==> src/hdl/rfb_pkg.sv <==
`timescale 1ns / 1ps
package rfb_pkg;

    localparam int MAX_WIDTH  = 256;
    localparam int MAX_HEIGHT = 256;

    typedef enum logic [1:0] {
        KIND_FILL      = 2'd0,
        KIND_SWAP_ROWS = 2'd1,
        KIND_SWAP_COLS = 2'd2,
        KIND_READ      = 2'd3
    } t_kind;

    typedef enum logic [0:0] {
        CFG_WIDTH  = 1'b0,
        CFG_HEIGHT = 1'b1
    } t_cfg_index;

    localparam logic STATUS_OK      = 1'b0;
    localparam logic STATUS_INVALID = 1'b1;

    typedef struct packed {
        t_kind      kind;
        logic [7:0] pos_x;
        logic [7:0] pos_y;
        logic [8:0] extent_w;
        logic [8:0] extent_h;
        logic [7:0] first_line;
        logic [7:0] second_line;
        logic [7:0] red;
        logic [7:0] green;
        logic [7:0] blue;
    } t_cmd;

    typedef struct packed {
        logic       status;
        logic [7:0] read_red;
        logic [7:0] read_green;
        logic [7:0] read_blue;
    } t_result;

    typedef struct packed {
        logic [8:0] w;
        logic [8:0] h;
    } t_dims;

    typedef enum logic [2:0] {
        OP_NONE,
        OP_FILL,
        OP_SWAP_ROW,
        OP_SWAP_COL,
        OP_READ
    } t_op;

    typedef struct packed {
        t_op         op;
        logic        status;
        logic [7:0]  x0;
        logic [7:0]  y0;
        logic [8:0]  x_end;
        logic [8:0]  y_end;
        logic [7:0]  line_a;
        logic [7:0]  line_b;
        logic [8:0]  len;
        logic [23:0] colour;
    } t_job;

    typedef enum logic [2:0] {
        ST_IDLE,
        ST_FILL,
        ST_SW_RA,
        ST_SW_RB,
        ST_SW_WA,
        ST_SW_WB,
        ST_RD,
        ST_RD_WAIT
    } t_state;

endpackage

==> src/hdl/rfb_front.sv <==
`timescale 1ns / 1ps
module rfb_front (
    input  rfb_pkg::t_cmd  i_cmd,
    input  rfb_pkg::t_dims i_dims,
    output rfb_pkg::t_job  o_job
);
    import rfb_pkg::*;

    logic [9:0] right;
    logic [9:0] bottom;
    logic       x_in;
    logic       y_in;
    logic       l1_row;
    logic       l2_row;
    logic       l1_col;
    logic       l2_col;

    assign right  = {2'b00, i_cmd.pos_x} + {1'b0, i_cmd.extent_w};
    assign bottom = {2'b00, i_cmd.pos_y} + {1'b0, i_cmd.extent_h};
    assign x_in   = {1'b0, i_cmd.pos_x} < i_dims.w;
    assign y_in   = {1'b0, i_cmd.pos_y} < i_dims.h;
    assign l1_row = {1'b0, i_cmd.first_line} < i_dims.h;
    assign l2_row = {1'b0, i_cmd.second_line} < i_dims.h;
    assign l1_col = {1'b0, i_cmd.first_line} < i_dims.w;
    assign l2_col = {1'b0, i_cmd.second_line} < i_dims.w;

    always_comb begin
        o_job        = '0;
        o_job.op     = OP_NONE;
        o_job.status = STATUS_OK;
        o_job.x0     = i_cmd.pos_x;
        o_job.y0     = i_cmd.pos_y;
        o_job.x_end  = (right > {1'b0, i_dims.w}) ? i_dims.w : right[8:0];
        o_job.y_end  = (bottom > {1'b0, i_dims.h}) ? i_dims.h : bottom[8:0];
        o_job.line_a = i_cmd.first_line;
        o_job.line_b = i_cmd.second_line;
        o_job.colour = {i_cmd.red, i_cmd.green, i_cmd.blue};
        case (i_cmd.kind)
            KIND_FILL: begin
                if (x_in && y_in && i_cmd.extent_w != '0 && i_cmd.extent_h != '0) begin
                    o_job.op = OP_FILL;
                end
            end
            KIND_SWAP_ROWS: begin
                o_job.len = i_dims.w;
                if (!l1_row || !l2_row) begin
                    o_job.status = STATUS_INVALID;
                end else if (i_cmd.first_line != i_cmd.second_line && i_dims.w != '0) begin
                    o_job.op = OP_SWAP_ROW;
                end
            end
            KIND_SWAP_COLS: begin
                o_job.len = i_dims.h;
                if (!l1_col || !l2_col) begin
                    o_job.status = STATUS_INVALID;
                end else if (i_cmd.first_line != i_cmd.second_line && i_dims.h != '0) begin
                    o_job.op = OP_SWAP_COL;
                end
            end
            KIND_READ: begin
                if (x_in && y_in) begin
                    o_job.op = OP_READ;
                end else begin
                    o_job.status = STATUS_INVALID;
                end
            end
            default: begin
                o_job.op = OP_NONE;
            end
        endcase
    end

endmodule

==> config.mk <==
export PLATFORM = sky130hd
export DESIGN_NAME = rfb_front
export DESIGN_NICKNAME = d
export VERILOG_FILES = /design/src/hdl/rfb_pkg.sv /design/src/hdl/rfb_front.sv
export SDC_FILE = /design/constraint.sdc
export NUM_CORES = 1
export LEC_CHECK = 0
export ABC_AREA = 1
export ABC_CLOCK_PERIOD_IN_PS = 5300
export BUFFER_PORTS_ARGS = -buffer_cell sky130_fd_sc_hd__buf_2
export CAP_MARGIN = 20
export CELL_PAD_IN_SITES_DETAIL_PLACEMENT = 0
export CELL_PAD_IN_SITES_GLOBAL_PLACEMENT = 1
export CORE_MARGIN = 10
export CORE_UTILIZATION = 34
export DETAILED_ROUTE_END_ITERATION = 10
export PLACE_DENSITY = 0.94
export SETUP_SLACK_MARGIN = 0.15
export SLEW_MARGIN = 10
export SYNTH_ARGS = -nofsm -noshare
export SYNTH_HDL_FRONTEND = slang
export SYNTH_SLANG_ARGS = --single-unit
==> constraint.sdc <==
create_clock -name vclk -period 5.3
set_input_delay 1.06 -clock vclk [all_inputs]
set_output_delay 1.06 -clock vclk [all_outputs]
set_load 0.05 [all_outputs]
* Word-level counts from Yosys, hierarchy flattened *
Index checks and enable logic that the tools add are counted.

operators by class
  $add $sub $neg = 2
  multiply operators = 0
  div/mod/pow operators = 0
  magnitude comparators = 8
  eq/ne operators = 4
  shifts and indexed selects = 0
  multiplexer cells = 14
  bitwise gates (word level) = 0
  reduce and logical (&&, ||, !) cells = 16

operators with widths
  cell                                            count
  less-than comparator 8 x 9 -> 1 bit             6
  nonzero test 9 bit                              4
  adder 8 x 9 -> 10 bit                           2
  greater-than comparator 10 x 9 -> 1 bit         2
  two-way mux 9 bit                               2
  case mux 9 bit (2 select lines)                 1
  case mux 3 bit (4 select lines)                 1
  two-way mux 3 bit                               3
  inequality test 8 bit                           1
  logical AND 1 bit                               5
  == test 2 bit (second input constant)           2
  logical NOT 1 bit                               4
  two-way mux 1 bit                               4
  two-way mux 2 bit                               2
  case mux 1 bit (3 select lines)                 1
  == test 2 x 1 -> 1 bit (second input constant)  1
  logical NOT 2 bit                               1
  logical OR 1 bit                                2

storage, ports and cells
  register bits = 0
  bits in latches = 0
  bits in writable memories = 0
  memory bits (read-only) = 0
  bits of input ports = 94
  output and inout port bits = 87
  logic and storage cells = 44
  memories kept = 0

* Longest topological paths before layout *
  depth after elaboration = 6
  mapped depth = 19
  gate-level depth less buffers = 19

* Worst setup path after synthesis *
No wires, ideal clock.

  kind = input port to output port
  from = input i_cmd[40] (netlist name)
  to = output o_job[49] (netlist name)
  arrival time = 3379 ps
  required time = 4240 ps
  slack = 861 ps
  stages = 19
  path buffers = 0
  cell sequence = ha_1 > fa_1 > nand3_1 > nand3_1 > xor2_1 > inv_1 > ha_1 > nand2_1 > nor2_1 > nand2_1 > nand3_1 > nand2_1 > nand2_1 > nand2_1 > nand2_1 > nand2_2 > nand2_4 > nand2_1 > nand2_1

RTL lines
  what         line            RTL
  from (decl)  rfb_front.sv:3  input rfb_pkg::t_cmd i_cmd,
  to (decl)    rfb_front.sv:5  output rfb_pkg::t_job o_job

==> impl_results.md <==
* Yosys cell types at 34
* CP arrival at 3.77 ns
* Tot Pwr at 703 uW
* Placed cell count at ~750
* Max_slew headroom at 71.5%
* Antenna cells at 0
* Pre-Repair DR Iteration Count at 6
* Most frequent cell after synthesis: nand2_1
* Setup TNS Final at 0 ns
* Number of antenna violations at the first check in global routing at 0
* CP max FO at 10
* Kind of end point of the critical path: output port
* Worst setup SP type: primary input
* Synthesized area per cell at ~6.3 sq um
* Seq/Total Area, Yosys at 0%
* Area fraction of the dominant cell type after synthesis at 29.7%
* Largest area contributor in the netlist: ha_1
* Pwr Density at around 190 nW/um^2
* Die height at approximately 120 um
* Post-synth net total at 713
* Leak at between 0.002 and 0.0025 uW
* Leading post-synthesis cells by cell area: ha_1 (30%), nand2_1 (15%), buf_4 (12%)
* Clock buf count at 0
* Hold crit path type: primary input to output port
* Area growth syn-to-layout at 12.0%
* Register area at 0 sq um
* Die width at between 100 and 150 um
* Congestion Overflow GR at 0
* DR DRC count at 0
* Final HPWL DP at 10.9 mm
* Critical Path RT at roughly 4.2 ns
* Post-synthesis xor/xnor area fraction at roughly 5.2%
* Post-Synth Simple-Gate Area at between 30 and 40%
* Synth Warn # at 0
* Fmax at 207 MHz
* Die area at approximately 14000 sq um
* Vias in the first global route at between 3000 and 4000
* Post-synth top cells: nand2_1 (138), ha_1 (80), buf_4 (56)
* Vias at ~3800
* Port Buffers at 133
* Starting Density at about a third
* Routed wire length at 12.2 mm
* Hold path start: i_cmd[15]
* WL/cell at about 16 um
* Placer Congestion at 0.866
* Gr usage total at between 10% and 20%
* Slew Limit Fails at 0
* I/O pin cnt at around 180
* Status: finished clean
* Total Nets Final at 790
* Largest net degree at the start of global routing at 11
* Synth Area in Adders at between 30% and 40%
* Post-Syn Area at approximately 3400 sq um
* Hold-fix buffers, CTS at 0
* Final worst path period share at 91.2%
* First-pass GRT wire length at 19.7 mm
* Worst slew pin tran at ~0.42 ns
* Worst setup path category: primary input to output port
* Final Setup Violations at 0
* Post-route minimum period at 4.83 ns
* Via density at around 5
* Final std cells w/o fill at 745
* Final ANT Viol Nets at 0
* MaxCap Viol Count at 0
* Number of setup buffers added after CTS at 0
* Post-synthesis mux area share at 0%
* CP Launch Point: i_cmd[66]
* Starting DRT DRC Count at between 200 and 250
* Layout cell share with drive strength beyond 1 at 24.3%
* Sequential cell count at 0
* Synth Area in Compound Gates at approximately an eighth
* CTS-repair resized insts at 0
* Peak supply drop at 0.0930 mV
* RSZ-0062 raised after global routing: no
* Largest family of logic cells by synthesized area: simple AND/OR/NAND/NOR gates
* CORE AREA at 9730 sq um
* Row cnt at 36
* Cells after Synth at 537
* Fin. Hold Viols at 0
[final timing paths]
check | to | slack (ns) | depth (start not counted)
worst max-delay path | o_job[65] | 0.47 | 18
worst min-delay path | o_job[15] | 2.12 | 0
[metal layers]
metal	GRT usage, %	up-vias	part of all wire, %
met4	3.02	0	1.9
met2	26.5	164	46
met3	2.34	20	7.7
met1	22.5	1680	45
li1	-	1912	-
met5	0	-	0
[cells by family after synthesis]
group,count (synthesis)
compound gates,72
xor+xnor,20
fa+ha+maj,82
buf+inv,117
simple gates,246
[worst max-delay path, cell delays in order]
cell	delay, ns
buf_2	0.12
ha_1	0.22
fa_1	0.43
nand3_1	0.11
nand3_1	0.16
xor2_1	0.17
inv_1	0.08
ha_1	0.29
nand2_1	0.06
o21a_1	0.17
o21ai_0	0.09
nand2_1	0.08
nand2_1	0.07
nand2_2	0.14
nand2_4	0.15
nand2_1	0.06
nand2_1	0.05
buf_2	0.26
[per-stage QoR]
step	utilization (%)	hold slack [ns]	area, sq um	setup WS (ns)
floorplan	-	2.29	3380	0.861
global placement	38.9	2.12	3780	0.542
detailed placement	38.9	2.12	3780	0.486
CTS	38.9	2.12	3780	0.473
global route	38.9	2.12	3780	0.201
finish	38.9	2.12	3780	0.466
[area by class of cell]
cell class / instances / area (sq um)
inverter: 59 / 221
timing repair buffer: 133 / 666
multi-input combinational: 420 / 2730
fill: 1071 / 5950
tap: 133 / 166
[report_power, final]
part | leakage (uW) | total [uW] | internal (uW) | switching [uW]
Combinational | 0.00223 | 703 | 195 | 509
Sequential | 0 | 0 | 0 | 0
Clock | 0 | 0 | 0 | 0
[layout by cell type (no fill, tap or decap), types with 2 or more instances in the layout]
cell type,synthesis,final
nand2_4,3,3
buf_2,0,133
ha_1,80,80
a21oi_2,3,3
clkinv_1,2,2
o21ai_0,9,9
a21oi_1,39,39
o21ai_1,3,3
nand4_1,11,11
nand2_2,2,2
nand2_1,138,138
inv_1,54,54
o21a_1,5,5
xor2_1,19,19
nand3_1,45,45
nor2_1,24,24
o21bai_1,3,3
fa_1,2,2
nor4_1,7,7
nor3_1,10,10
o211ai_1,4,4
a21o_1,3,3
inv_2,3,3
Note: power is estimated with default switching activity, not from simulation.
