File: src/hdl/rfb_pkg.sv
`timescale 1ns / 1ps
package rfb_pkg;

    localparam int MAX_WIDTH  = 256;
    localparam int MAX_HEIGHT = 256;

    typedef enum logic [1:0] {
        KIND_FILL      = 2'd0,
        KIND_SWAP_ROWS = 2'd1,
        KIND_SWAP_COLS = 2'd2,
        KIND_READ      = 2'd3
    } t_kind;

    typedef enum logic [0:0] {
        CFG_WIDTH  = 1'b0,
        CFG_HEIGHT = 1'b1
    } t_cfg_index;

    localparam logic STATUS_OK      = 1'b0;
    localparam logic STATUS_INVALID = 1'b1;

    typedef struct packed {
        t_kind      kind;
        logic [7:0] pos_x;
        logic [7:0] pos_y;
        logic [8:0] extent_w;
        logic [8:0] extent_h;
        logic [7:0] first_line;
        logic [7:0] second_line;
        logic [7:0] red;
        logic [7:0] green;
        logic [7:0] blue;
    } t_cmd;

    typedef struct packed {
        logic       status;
        logic [7:0] read_red;
        logic [7:0] read_green;
        logic [7:0] read_blue;
    } t_result;

    typedef struct packed {
        logic [8:0] w;
        logic [8:0] h;
    } t_dims;

    typedef enum logic [2:0] {
        OP_NONE,
        OP_FILL,
        OP_SWAP_ROW,
        OP_SWAP_COL,
        OP_READ
    } t_op;

    typedef struct packed {
        t_op         op;
        logic        status;
        logic [7:0]  x0;
        logic [7:0]  y0;
        logic [8:0]  x_end;
        logic [8:0]  y_end;
        logic [7:0]  line_a;
        logic [7:0]  line_b;
        logic [8:0]  len;
        logic [23:0] colour;
    } t_job;

    typedef enum logic [2:0] {
        ST_IDLE,
        ST_FILL,
        ST_SW_RA,
        ST_SW_RB,
        ST_SW_WA,
        ST_SW_WB,
        ST_RD,
        ST_RD_WAIT
    } t_state;

endpackage

File: src/hdl/rfb_queue.sv
`timescale 1ns / 1ps
module rfb_queue (
    input  logic          i_clk,
    input  logic          i_rst_n,
    input  logic          i_push,
    input  rfb_pkg::t_job i_job,
    input  logic          i_pop,
    output rfb_pkg::t_job o_job,
    output logic          o_empty,
    output logic          o_full
);
    import rfb_pkg::*;

    t_job       r_slot [2];
    logic       r_wr;
    logic       r_rd;
    logic [1:0] r_count;
    logic       do_push;
    logic       do_pop;

    assign o_empty = (r_count == 2'd0);
    assign o_full  = (r_count == 2'd2);
    assign do_push = i_push && !o_full;
    assign do_pop  = i_pop && !o_empty;
    assign o_job   = r_slot[r_rd];

    always_ff @(posedge i_clk) begin
        if (!i_rst_n) begin
            r_wr    <= 1'b0;
            r_rd    <= 1'b0;
            r_count <= 2'd0;
        end else begin
            if (do_push) begin
                r_wr <= ~r_wr;
            end
            if (do_pop) begin
                r_rd <= ~r_rd;
            end
            r_count <= r_count + 2'(do_push) - 2'(do_pop);
        end
    end

    always_ff @(posedge i_clk) begin
        if (do_push) begin
            r_slot[r_wr] <= i_job;
        end
    end

endmodule

File: config.mk
export PLATFORM = sky130hd
export DESIGN_NAME = rfb_queue
export DESIGN_NICKNAME = d
export VERILOG_FILES = /design/src/hdl/rfb_pkg.sv /design/src/hdl/rfb_queue.sv
export SDC_FILE = /design/constraint.sdc
export NUM_CORES = 1
export LEC_CHECK = 0
export ABC_AREA = 0
export BUFFER_PORTS_ARGS = -buffer_cell sky130_fd_sc_hd__buf_2
export CORE_AREA = 2 2 125 115
export DETAILED_ROUTE_END_ITERATION = 10
export DIE_AREA = 0 0 127 117
export PLACE_DENSITY_LB_ADDON = 0.12
export SYNTH_ARGS = -nofsm -noshare
export SYNTH_HDL_FRONTEND = slang
export SYNTH_SLANG_ARGS = --single-unit
File: constraint.sdc
create_clock -name i_clk -period 9.3 [get_ports i_clk]
set_input_delay 1.395 -clock i_clk [delete_from_list [all_inputs] [get_ports i_clk]]
set_output_delay 1.395 -clock i_clk [all_outputs]
set_load 0.02 [all_outputs]
## Word level (Yosys, flattened, before mapping)

Memory sizes are Yosys's and may differ from the RTL's. A register that Yosys moved wholly into a read port is not among the register bits.
Cells that the tools add are included.

| cells by class | value |
|---|---|
| bitwise gates (word level) | 2 |
| reduce and logical (&&, ||, !) cells | 5 |
| $add $sub $neg | 2 |
| muxes and demuxes | 4 |
| eq/ne operators | 1 |

Operators with widths:

| operator | number |
|---|---|
| $mux 1 | 4 |
| $add 2x1->2 | 1 |
| $eq 2x2->1 const B | 1 |
| $logic_and 1x1->1 | 2 |
| $logic_not 1->1 | 2 |
| $logic_not 2->1 | 1 |
| $not 1->1 | 2 |
| $sub 2x1->2 | 1 |

| word-level totals | value |
|---|---|
| register bits | 4 |
| memories | 1 |
| RAM bits | 174 |
| output and inout bits | 89 |

Memories:

| memory | words | bits a word | read ports | clocked after Yosys merged registers in | wr ports | RTL line | text |
|---|---|---|---|---|---|---|---|
| r_slot | 2 | 87 | 1 | 1 | 1 | rfb_queue.sv:14 | `t_job r_slot [2];` |

## Logic depth before layout (Yosys ltp)

Gate-level depths: netlist (run 1).

| depth | value |
|---|---|
| word-level depth | 5 |
| gate-level depth with buffers | 8 |
| depth with buffers taken out | 8 |

## Worst setup path before layout (run 1)

No wires, ideal clock.

| timing | value |
|---|---|
| path type | in2reg |
| from | in i_push |
| to | mem r_slot[0][0] (netlist name) (enable) |
| setup time | 0.533 ns |
| setup slack | 3.652 ns |
| data required time | 8.767 ns |
| data arrival time | 5.115 ns |
| stages | 2 |
| path buffers | 0 |
| cells stage by stage | nand2_1 -> nor2_1 |

| between the ends | value |
|---|---|
| longest elaborated chain between the ends | 3 |

Ends and longest elaborated chain:

| element | RTL line | text |
|---|---|---|
| start, declared | rfb_queue.sv:5 | `input logic i_push,` |
| $logic_and 1x1->1 | rfb_queue.sv:23 | `assign do_push = i_push && !o_full;` |
| $mux 1 | rfb_queue.sv:44 | `if (do_push) begin` |
| $mux 1 (not written as such) | rfb_queue.sv:45 | `r_slot[r_wr] <= i_job;` |
| end, declared | rfb_queue.sv:14 |  |

Every way passes these cells.

==> run metrics, run 1 <==
clk buf depth=2; Design Area, Final=8210 um^2; post-DP HPWL=7250 um; Cell Pwr Density=294 nW/um^2; Netlist cell types=18; Worst Skew=0.00571 ns; final setup fails=0; Final Critical Period=3.89 ns; CP startpoint kind=register; unrepaired setup endpoints after global routing=false; Critical Path AT=2.50 ns; number of synthesized flops with an enable pin=174; clock slew at reported path FFs=0.06 ns; slew at the pin closest to its max-slew limit=1.07 ns; sequential share of the synthesized area=0.803; Design Power=2420 uW; CP Data Required Time=7.91 ns; CTS root buf=clkbuf_16; VDD IR max=0.000184 V; Netlist Area Pre-Place=6630 um^2; LEAKAGE=0.00314 uW; vias in the first global route=3,334; multi-input logic area=1230 um^2; post-CTS sizing=0; chip width=127 um; syn_area_per_cell=22.3 um^2; Worst Path Max Fanout=58; number of synthesized register bits=179; DRC violations left=0; Slew headroom=0.284; CTS sink cnt=179; DR WL/cell=16.5 um; Post-Syn Instances=298; Comb pwr share=0.290; First-pass DRT Iterations=4; Pint=1700 uW; io pins=180; final hold violation count=0; vias=3,301; initial antenna violation count=2; Max Cap Viol=0; Net Count, Synth=391; Final Max Slew Viols=0; most frequent cells in the layout=buf_2, edfxtp_1, mux2_2; Clk Latency, worst-skew pair=0.41 ns; WS Path Type=register to output pin; H-tree depth=4; die area=14,900 um^2; Final Worst Setup Slack=5.41 ns; Core ar.=13,600 um^2; Max Fclk=257 MHz; Period Utilization, post-route=0.418; synth warn=0; Worst setup EP type=output pin; Starting Density=0.486; ant diodes=0; placed cell areas=7700 um^2; CTS Buf Count=17; setup TNS=0 ns; commonest non-fill, non-tap cell in the layout=buf_2; filler instances=1,047; DRT antenna net count=0; Routed WL=11,100 um; Initial DRC Count=171; Main synth FF type=edfxtp_1; grt total ovfl=0; Sequential Area=5330 um^2; hold slack=0.524 ns; setup bufs post-CTS=0; Synth async-reset ratio=0; sequential share of power=0.452; pin count of the biggest net entering global routing=59; run status=finished clean; Clk pwr share=0.258; Sw Ratio=0.298; Via density=4.90; Worst Hold Class=register to register; Site Rows=41; Placer Congestion=0.701; global-route wire length before repair=16,400 um; CTS tree=built; post-place setup slack=5.65 ns; NetSw=720 uW; Port Buffers=179; r2r setup slk=6.66 ns; die height=117 um; GRT Total Usage=0.152; layout cells sized above 1=0.582; Syn-to-layout area delta=23.8%; cts hold-fix bufs=0; Nets=582
==> sequential cells by signal (all words and copies together) (netlist names), named ones only <==
name,cells
r_slot,174
r_count,2
r_rd,1
r_wr,1
==> per-stage QoR <==
stage,util,std cells
after floorplan,-,298
after global placement,0.564,642
after detailed placement,0.564,642
after CTS,0.602,674
after global routing,0.602,674
final,0.602,674
==> worst max-delay path, stage by stage (launching register included) <==
cell and delay [ns]:
dfxtp_4 0.64, buf_4 0.75, mux2_2 0.44, buf_2 0.16
==> Yosys cell counts (all sizes together), types with 2 or more instances <==
cell | number | share of area
nand2b | 2 | 0.0019
dfxtp | 5 | 0.015
and2 | 2 | 0.0019
nor2 | 5 | 0.0028
buf | 10 | 0.012
inv | 3 | 0.0017
edfxtp | 174 | 0.79
mux2 | 87 | 0.16
nand2 | 2 | 0.0011
ha | 2 | 0.0038
==> routing by layer <==
layer	vias up	wire, um	global-route usage
li1	1560	-	-
met5	-	27	0
met3	18	1010	0.0709
met1	1592	4630	0.182
met2	127	5290	0.230
met4	4	184	0.0857
==> area by class of cell <==
class,instances,share of cell area
tap,172,0.0262
clock inverter,10,0.00808
timing repair buffer,182,0.112
multi-input combinational,106,0.149
sequential,179,0.649
clock buffer,22,0.0541
inverter,3,0.00137
==> power by group through the flow <==
stage          Combinational, uW  Sequential, uW  Clock [uW]
5_1_grt                      749            1110         676
2_1_floorplan                532            1090           0
3_3_place_gp                 708            1100           0
3_5_place_dp                 714            1110           0
6_report                     700            1090         624
4_1_cts                      716            1100         640
==> worst paths after layout <==
path	startpoint	end	depth (start not counted)
max	register	o_job[4]	3
min	r_rd	register	2
max reg2reg	r_count[0]	r_slot[0][33]	4
min reg2reg	r_rd	register	2
==> logic make-up after synthesis <==
family / count (synthesis) / share of synthesized area
DFF: 179 / 0.803
and+or+nand+nor: 13 / 0.00943
muxes: 88 / 0.166
buffers and inverters: 13 / 0.0140
AOI/OAI and AO/OA: 1 / 0.00113
adders and majority gates: 2 / 0.00377
xor gates and xnor gates: 2 / 0.00264
No activity file was read; power rests on OpenSTA's default activity.
==> run 2: changes to the inputs <==
Settings changed: CORE_AREA 2 2 125 115 to 2 2 129 118, DIE_AREA 0 0 127 117 to 0 0 131 120.
Clock period 9.3 ns to 3.15 ns, I/O delays scaled along.
==> run 2 against run 1 <==
Via count grew 0.45%. Clock power grew to 3.3 times the previous value. Non-clock buffer count increased by 2. Critical path type unchanged.
==> run metrics, run 2 (synthesis results as in run 1) <==
run status=finished clean; CTS root buf=clkbuf_16; GRT Total Usage=0.146; Port Buffers=179; met3 Use GR=0.0553; vias=3,316; Cell Pwr Density=882 nW/um^2; Max Cap Viol=0; Syn-to-layout area delta=25.8%; H-tree depth=4; Placer Congestion=0.717; Worst path slowest cell=dfxtp_4; Nets=584; LEAKAGE=0.00318 uW; Design Power=7360 uW; Critical R2R Capture=r_slot[1][51]; CP max stage delay=0.62 ns; Final Critical Period=2.44 ns; most frequent cells in the layout=buf_2, edfxtp_1, mux2_2; critical path, cell by cell=buf_4 -> mux2_2 -> buf_2; final hold violation count=0; routing usage on met2=0.221; Worst Skew=0.00740 ns; die height=120 um; setup bufs post-CTS=0; post-DP HPWL=7300 um; biggest regs=r_slot (174), r_count (2); CTS sink cnt=179; CP startpoint kind=register; r2r startpoint=r_count[0]; First-pass DRT Iterations=5; grt total ovfl=0; global-route wire length before repair=16,900 um; io pins=180; GRT met1 Usage=0.185; DRC violations left=0; unrepaired setup endpoints after global routing=false; post-place setup slack=1.11 ns; r2r setup slk=1.35 ns; clock slew at reported path FFs=0.06 ns; ant diodes=0; VDD IR max=0.000481 V; Clk Latency, worst-skew pair=0.41 ns; Top delay family on crit path=flip-flops; die area=15,700 um^2; DR WL/cell=16.3 um; commonest non-fill, non-tap cell in the layout=buf_2; chip width=131 um; max reg flops=174; DRT antenna net count=0; CTS tree=built; Worst Hold Class=input port to register; setup TNS=0 ns; Initial DRC Count=231; WS Path Type=register to output pin; hold slack=0.246 ns; Slew headroom=0.577; clk buf depth=2; final setup fails=0; Reg with most FFs=r_slot; Worst Path Buf+Inv=2; Worst Path Max Fanout=30; CTS Buf Count=17; Worst Hold Launch=i_job[36]; Max Fclk=409 MHz; Worst setup EP type=output pin; layout cells sized above 1=0.589; Hold Path End=r_slot[1][36]; Site Rows=42; Routed WL=11,400 um; CP Data Required Time=2.68 ns; Final Max Slew Viols=0; Period Utilization, post-route=0.776; post-CTS sizing=0; hold path depth=1; WP depth=3; Critical Path AT=1.97 ns; slew at the pin closest to its max-slew limit=0.635 ns; pin count of the biggest net entering global routing=54; vias in the first global route=3,410; Via density=4.72; Starting Density=0.459; layer with the highest usage=met2; Register-to-Register Path Depth=3; Final Worst Setup Slack=0.706 ns; filler instances=1,127; Core ar.=14,500 um^2; initial antenna violation count=0; cts hold-fix bufs=0
==> run 2: changes by cell type in the layout (fill, tap and decap cells not counted) <==
cell	delta
clkbuf_1	-3
buf_12	+2
bufinv_16	+2
clkinv_2	-2
clkinvlp_4	+2
inv_6	+1
==> run 2: how the worst max path moves through the flow <==
stage and end:
2_1_floorplan r_slot[1][0], 3_3_place_gp o_job[36], 3_5_place_dp o_job[43], 4_1_cts o_job[43], 5_1_grt o_job[43], 6_report o_job[43]
==> run 2: where the power goes <==
| part | total, uW | internal (uW) | switching (uW) |
|---|---|---|---|
| logic | 2100 | 889 | 1210 |
| registers | 3220 | 3070 | 149 |
| clock network | 2040 | 1230 | 812 |
| total | 7360 | 5190 | 2170 |
==> run 2: final cells by class <==
cell class | instances | area, um^2 | share of cell area
Clock buffer | 19 | 433 | 0.0519
Clock inverter | 13 | 140 | 0.0168
Inverter | 3 | 11.3 | 0.00135
Multi-Input combinational cell | 106 | 1230 | 0.147
Sequential cell | 179 | 5330 | 0.638
Tap cell | 198 | 248 | 0.0297
Timing Repair Buffer | 184 | 958 | 0.115
==> run 2: per-stage QoR <==
step	instances	utilization	instance area (um^2)
2_1_floorplan	298	-	6640
3_3_place_gp	670	0.538	7770
3_5_place_dp	670	0.538	7770
4_1_cts	702	0.578	8350
5_1_grt	702	0.578	8350
6_report	702	0.578	8350
==> run 2: worst reg2reg max path, delay by kind of cell (launching register included) <==
family | cells | cell delay [ns]
buf+inv | 1 | 0.37
flops | 1 | 0.36
simple gates | 2 | 0.71
==> run 2: metal layers <==
layer  up-vias  share of wire
met3         9          0.081
li1       1562              -
met1      1629           0.43
met2       116           0.47
met4         0          0.011
met5         -              0
